===== config.mk =====
export PLATFORM = sky130hd
export DESIGN_NAME = tfe_table
export DESIGN_NICKNAME = d
export VERILOG_FILES = /design/src/rtl/tfe_pkg.sv /design/src/rtl/tfe_table.sv
export SDC_FILE = /design/constraint.sdc
export NUM_CORES = 1
export LEC_CHECK = 0
export BUFFER_PORTS_ARGS = -buffer_cell sky130_fd_sc_hd__buf_2
export CORE_MARGIN = 2
export CORE_UTILIZATION = 40
export CTS_BUF_LIST = sky130_fd_sc_hd__clkbuf_8
export DETAILED_ROUTE_END_ITERATION = 7
export GPL_TIMING_DRIVEN = 0
export PLACE_DENSITY = 0.64
export RECOVER_POWER = 100
export SLEW_MARGIN = 40
export SYNTH_ARGS = -nofsm -noshare
export SYNTH_HDL_FRONTEND = slang
export SYNTH_SLANG_ARGS = --single-unit

===== constraint.sdc =====
create_clock -name clk_i -period 5.93 [get_ports clk_i]
set_input_delay 1.779 -clock clk_i [delete_from_list [all_inputs] [get_ports clk_i]]
set_output_delay 1.779 -clock clk_i [all_outputs]
set_load 0.02 [all_outputs]

===== src/rtl/tfe_pkg.sv =====
// Shared types, codes and the per-tick pixel update for the twinkle/fade engine.
// No dependencies.
package tfe_pkg;

  typedef enum logic [1:0] {
    FN_LOAD = 2'd0,
    FN_ADD  = 2'd1,
    FN_TICK = 2'd2
  } tfe_func_e;

  typedef enum logic [2:0] {
    STS_UPDATED   = 3'd0,
    STS_REMOVED   = 3'd1,
    STS_ADDED     = 3'd2,
    STS_DUPLICATE = 3'd3,
    STS_FULL      = 3'd4,
    STS_LOADED    = 3'd5,
    STS_EMPTY     = 3'd6
  } tfe_status_e;

  typedef enum logic [1:0] {
    PH_UP   = 2'd0,
    PH_DOWN = 2'd1,
    PH_NORM = 2'd2
  } tfe_phase_e;

  typedef enum logic [2:0] {
    ST_IDLE,
    ST_LOAD,
    ST_ADD_RD,
    ST_ADD_OUT,
    ST_EMPTY,
    ST_TICK_RD,
    ST_TICK_WB
  } tfe_state_e;

  localparam logic [2:0] REG_NORMAL_BRIGHT = 3'd0;
  localparam logic [2:0] REG_MAX_ACTIVE    = 3'd1;
  localparam logic [2:0] REG_HUE_WHEEL_0   = 3'd2;
  localparam logic [2:0] REG_HUE_WHEEL_1   = 3'd3;
  localparam logic [2:0] REG_HUE_WHEEL_2   = 3'd4;
  localparam logic [2:0] REG_HUE_WHEEL_3   = 3'd5;
  localparam logic [2:0] REG_HUE_WHEEL_4   = 3'd6;
  localparam logic [2:0] REG_HUE_WHEEL_5   = 3'd7;

  localparam logic [7:0] NORMAL_BRIGHT_RST = 8'd128;
  localparam logic [4:0] MAX_ACTIVE_RST    = 5'd16;
  localparam logic [7:0] HUE_WHEEL_RST [6] = '{8'd0, 8'd64, 8'd160, 8'd96, 8'd192, 8'd32};
  localparam logic [2:0] PICK_LAST         = 3'd5;

  localparam logic [7:0] CH_MAX      = 8'd255;
  localparam logic [7:0] UP_SAT_STEP = 8'd2;
  localparam logic [7:0] UP_VAL_STEP = 8'd1;
  localparam logic [7:0] DOWN_STEP   = 8'd4;

  typedef struct packed {
    logic ins;
    logic wr;
    logic fin;
  } tfe_tbl_cmd_t;

  typedef struct packed {
    logic [7:0] h;
    logic [7:0] s;
    logic [7:0] v;
    tfe_phase_e phase;
    logic       gone;
  } tfe_step_t;

  function automatic tfe_step_t tfe_tick_step(logic [23:0] hsv, tfe_phase_e ph,
                                              logic [7:0] pick_hue, logic [7:0] normal);
    tfe_step_t r;
    logic [7:0] h;
    logic [7:0] s;
    logic [7:0] v;
    h = hsv[23:16];
    s = hsv[15:8];
    v = hsv[7:0];
    r.h = h;
    r.s = s;
    r.v = v;
    r.phase = ph;
    r.gone = 1'b0;
    unique case (ph)
      PH_DOWN: begin
        if (v == 8'd0 && s == CH_MAX) begin
          r.h = pick_hue;
          r.s = CH_MAX;
          r.v = 8'd0;
          r.phase = PH_NORM;
        end else begin
          r.v = (v <= DOWN_STEP) ? 8'd0 : v - DOWN_STEP;
          r.s = (s >= CH_MAX - DOWN_STEP) ? CH_MAX : s + DOWN_STEP;
        end
      end
      PH_NORM: begin
        if ({1'b0, v} + 9'd1 >= {1'b0, normal}) begin
          r.v = normal;
          r.gone = 1'b1;
        end else begin
          r.v = v + 8'd1;
        end
      end
      default: begin
        if (v == CH_MAX && s == 8'd0) begin
          r.phase = PH_DOWN;
        end else begin
          r.v = (v == CH_MAX) ? CH_MAX : v + UP_VAL_STEP;
          r.s = (s <= UP_SAT_STEP) ? 8'd0 : s - UP_SAT_STEP;
        end
      end
    endcase
    return r;
  endfunction

endpackage


===== src/rtl/tfe_table.sv =====
// Sorted table of active pixels with phases: parallel lookup, sorted insert,
// in-place compacting write-back during a tick. Depends on tfe_pkg.
module tfe_table #(
  parameter int PIX_W = 8,
  parameter int SLOTS = 16,
  parameter int CNT_W = 5,
  parameter int IDX_W = 4
) (
  input  logic                 clk_i,
  input  logic                 rst_ni,
  input  tfe_pkg::tfe_tbl_cmd_t cmd_i,
  input  logic [PIX_W-1:0]     px_i,
  input  logic [IDX_W-1:0]     rd_idx_i,
  input  logic [IDX_W-1:0]     wr_idx_i,
  input  logic [PIX_W-1:0]     wr_px_i,
  input  tfe_pkg::tfe_phase_e  wr_phase_i,
  input  logic [CNT_W-1:0]     fin_cnt_i,
  output logic [CNT_W-1:0]     count_o,
  output logic                 dup_o,
  output logic [PIX_W-1:0]     rd_px_o,
  output tfe_pkg::tfe_phase_e  rd_phase_o
);

  logic [PIX_W-1:0]    px_q [SLOTS];
  tfe_pkg::tfe_phase_e ph_q [SLOTS];
  logic [CNT_W-1:0]    cnt_q;
  logic [SLOTS-1:0]    lt;
  logic [SLOTS-1:0]    eq;

  for (genvar i = 0; i < SLOTS; i++) begin : g_lane
    logic                valid;
    logic                prev_lt;
    logic [PIX_W-1:0]    prev_px;
    tfe_pkg::tfe_phase_e prev_ph;

    assign valid = CNT_W'(i) < cnt_q;
    assign lt[i] = valid && (px_q[i] < px_i);
    assign eq[i] = valid && (px_q[i] == px_i);

    if (i == 0) begin : g_first
      assign prev_lt = 1'b1;
      assign prev_px = px_i;
      assign prev_ph = tfe_pkg::PH_UP;
    end else begin : g_rest
      assign prev_lt = lt[i-1];
      assign prev_px = px_q[i-1];
      assign prev_ph = ph_q[i-1];
    end

    always_ff @(posedge clk_i) begin
      if (cmd_i.ins && CNT_W'(i) <= cnt_q) begin
        if (!lt[i]) begin
          if (prev_lt) begin
            px_q[i] <= px_i;
            ph_q[i] <= tfe_pkg::PH_UP;
          end else begin
            px_q[i] <= prev_px;
            ph_q[i] <= prev_ph;
          end
        end
      end else if (cmd_i.wr && wr_idx_i == IDX_W'(i)) begin
        px_q[i] <= wr_px_i;
        ph_q[i] <= wr_phase_i;
      end
    end
  end

  always_ff @(posedge clk_i or negedge rst_ni) begin
    if (!rst_ni) begin
      cnt_q <= '0;
    end else if (cmd_i.ins) begin
      cnt_q <= cnt_q + CNT_W'(1);
    end else if (cmd_i.fin) begin
      cnt_q <= fin_cnt_i;
    end
  end

  assign count_o    = cnt_q;
  assign dup_o      = |eq;
  assign rd_px_o    = px_q[rd_idx_i];
  assign rd_phase_o = ph_q[rd_idx_i];

endmodule


==> impl_results.md <==
* Minimum clock period at just under 6 ns
* Worst-margin pin slew at about 1.5 ns
* Slew Limit Fails at 0
* H-tree Lvls at 4
* RD Place Congestion at just over 1
* Pin count of the biggest net entering global routing at 22
* NetSw at ~1.7 mW
* FP Rows at 67
* Cells after Synth at between 1,000 and 1,500
* EDFF count, synth at 160
* Area Growth Syn to Fin at 8.67%
* Total CTS buffers at 17
* Most common cell in the synthesized netlist: edfxtp_1
* Final core occ at 0.438
* Worst Setup Start Kind: input pin
* Most used DFF post-synth: edfxtp_1
* Yosys cell types at between 70 and 80
* Residual DRC at 0
* Leading area contributor after synthesis: edfxtp_1
* Max Fclk at 172 MHz
* Synthesized area per cell at about 11 µm²
* Post-Route WL at about 54 mm
* Port Buf Inserts at 45
* Relative slew slack at 0.0146
* Register share of total power at 0.421
* Outcome: finished with violations
* Fin nets at about 1,500
* Failing checks: capacitance limit
* CTS Sinks at approximately 170
* Leakage at 5.38 nW
* Grt ovf at 0
* Worst setup EP type: output pin
* Vias per cell at 6.98
* Num ports at 52
* Core ar. at roughly 33,000 µm²
* Clock power frac at 0.199
* Combinational Power Share at 0.380
* CP arrival at between 4 and 5 ns
* Hold_buf cts at 0
* Cell Area, Synth at around 13,000 µm²
* Peak supply drop at around 0.00016 V
* Die width at about 190 µm
* Dominant cells by area after synthesis: edfxtp_1 (36%), ha_1 (12%), mux4_2 (8.4%)
* CTS Buffer Depth at 2
* Final Skew at 0.0228 ns
* Layout cell share with drive strength beyond 1 at 0.153
* Final setup vio count at 0
* Total track usage at 0.310
* CTS tree: yes
* Post-route ant nets at 0
* Root Driver: clkbuf_8
* Fin crit share at 0.981
* Clock latency on the worst-skew pair at around 0.50 ns
* Initial core utilization at 0.403
* Crit path kind: input pin to output pin
* Drt initial violations at approximately 1,600
* Post-DR wirelength/cell at roughly 30 µm
* Initial antenna violation count at 1
* Post-synth top cells: edfxtp_1 (160), ha_1 (131), o21ai_0 (83), a21oi_1 (62), nor2_1 (58)
* Area share of the largest cell type after synthesis at 0.358
* Crit-path max FO at 10
* Total number of vias at 12,500
* YS warnings at 0
* Sw Share at 0.414
* Final setup margin at 0.115 ns
* TritonRoute pass-1 iters at 6
* Seq/Total Area, Yosys at 0.368
* Synth Net Count at 1,431
* Power Density at between 200 and 300 nW/µm²
* Int Pwr at 2.48 mW
* Worst hold path type: flop to flop
* Die area at between 30,000 and 40,000 µm²
* Flops & latches, synth at 165
* RSZ-0062 raised after global routing: no
* Final Hold Viols at 0
* CTS clk-pin slew, worst paths at about 0.090 ns
* Worst path required time at between 4 and 5 ns
* Synth async-reset ratio at 0.0303
* Vias in the first global route at 11,700
* Dpl ws at -0.0892 ns
* Max_cap viols at 1
* Total power draw at 4.22 mW
* DP Wirelength at between 30 and 40 mm
* DIE HEIGHT at ~190 µm
* First-pass GRT wire length at approximately 79 mm
[repair_timing]
item                                    in CTS  in global routing
setup buffers                                0                  0
endpoints found under the setup margin       1                  1
resized for setup                            7                  3
[cell families after synthesis]
logic type	count (synthesis)	share of synthesized area
adders and majority gates	131	0.122
buffers and inverters	138	0.0468
DFF	165	0.368
and+or+nand+nor	309	0.128
muxes	52	0.0855
AOI/OAI and AO/OA	469	0.250
[per-layer routing]
layer	up-vias	share of wire	track usage
li1	5304	-	-
met1	6123	0.38	0.408
met2	929	0.43	0.462
met3	161	0.12	0.0764
met4	0	0.067	0.188
met5	-	0	0
[registers in the layout, summed over array words and instances, names as in the netlist]
register,flops
px_q,128
ph_q,32
count_o,5
[cell usage in the layout, fill, tap and decap left out, drive strengths merged, types with 8 or more instances in the layout]
cell       n
a211o     11
a211oi    14
a21o      13
a21oi     64
a221o     17
a22o      28
a22oi     56
a2bb2oi   16
a31o      23
a31oi     34
a41oi     29
and2      19
and3       8
and4      11
buf       61
clkbuf    98
edfxtp   160
ha       131
inv       49
mux4      50
nand2     57
nand3     33
nand4     32
nor2      61
nor2b     18
nor3      24
o211ai    15
o21a      12
o21ai     92
o311ai     8
o31a      12
o31ai      9
or2       13
[path summary, 6_finish.rpt]
kind                                  start       endpoint  slack (ns)  cells after the start
worst min-delay path             ph_q[1][1]     ph_q[2][1]        0.59                      1
worst max register to register   px_q[8][1]     ph_q[8][0]        2.31                      7
worst max-delay path            rd_idx_i[0]  rd_phase_o[1]        0.11                      5
min in group asynchronous            rst_ni     count_o[1]        1.21                      1
worst min register to register   ph_q[1][1]     ph_q[2][1]        0.59                      1
max in group asynchronous            rst_ni     count_o[4]        4.39                      1
[final cells by class]
class                      instances  area, µm²
antenna                            4       10.0
buffer                            96        460
clock buffer                      17        234
clock inverter                    15        144
fill                            3217      18700
inverter                          42        180
multi-input combinational        961       7830
sequential                       165       4930
tap                              448        561
timing repair buffer              46        220
[stage by stage]
| stage | instance area, µm² | std cells | hold slack, ns | setup TNS (ns) |
|---|---|---|---|---|
| after global placement | 14200 | 1757 | 0.564 | -0.489 |
| after CTS | 14600 | 1789 | 0.588 | 0 |
| after global routing | 14600 | 1790 | 0.605 | 0 |
| final | 14600 | 1794 | 0.591 | 0 |
| after detailed placement | 14200 | 1757 | 0.565 | -0.0892 |
| after floorplan | 13400 | 1264 | 0.532 | 0 |
[power by group through the flow]
stage / Combinational, mW / Sequential [mW] / Clock, mW
floorplan: 1.12 / 1.66 / 0
global placement: 1.54 / 1.79 / 0
detailed placement: 1.58 / 1.78 / 0
CTS: 1.59 / 1.76 / 0.838
global route: 1.74 / 1.78 / 0.890
finish: 1.60 / 1.78 / 0.839
[critical path: stages]
cell and delay (ns):
clkbuf_1 0.40, clkbuf_2 0.44, mux4_2 0.65, mux4_2 0.56, clkbuf_1 0.21
No activity file was read; power rests on OpenSTA's default activity.
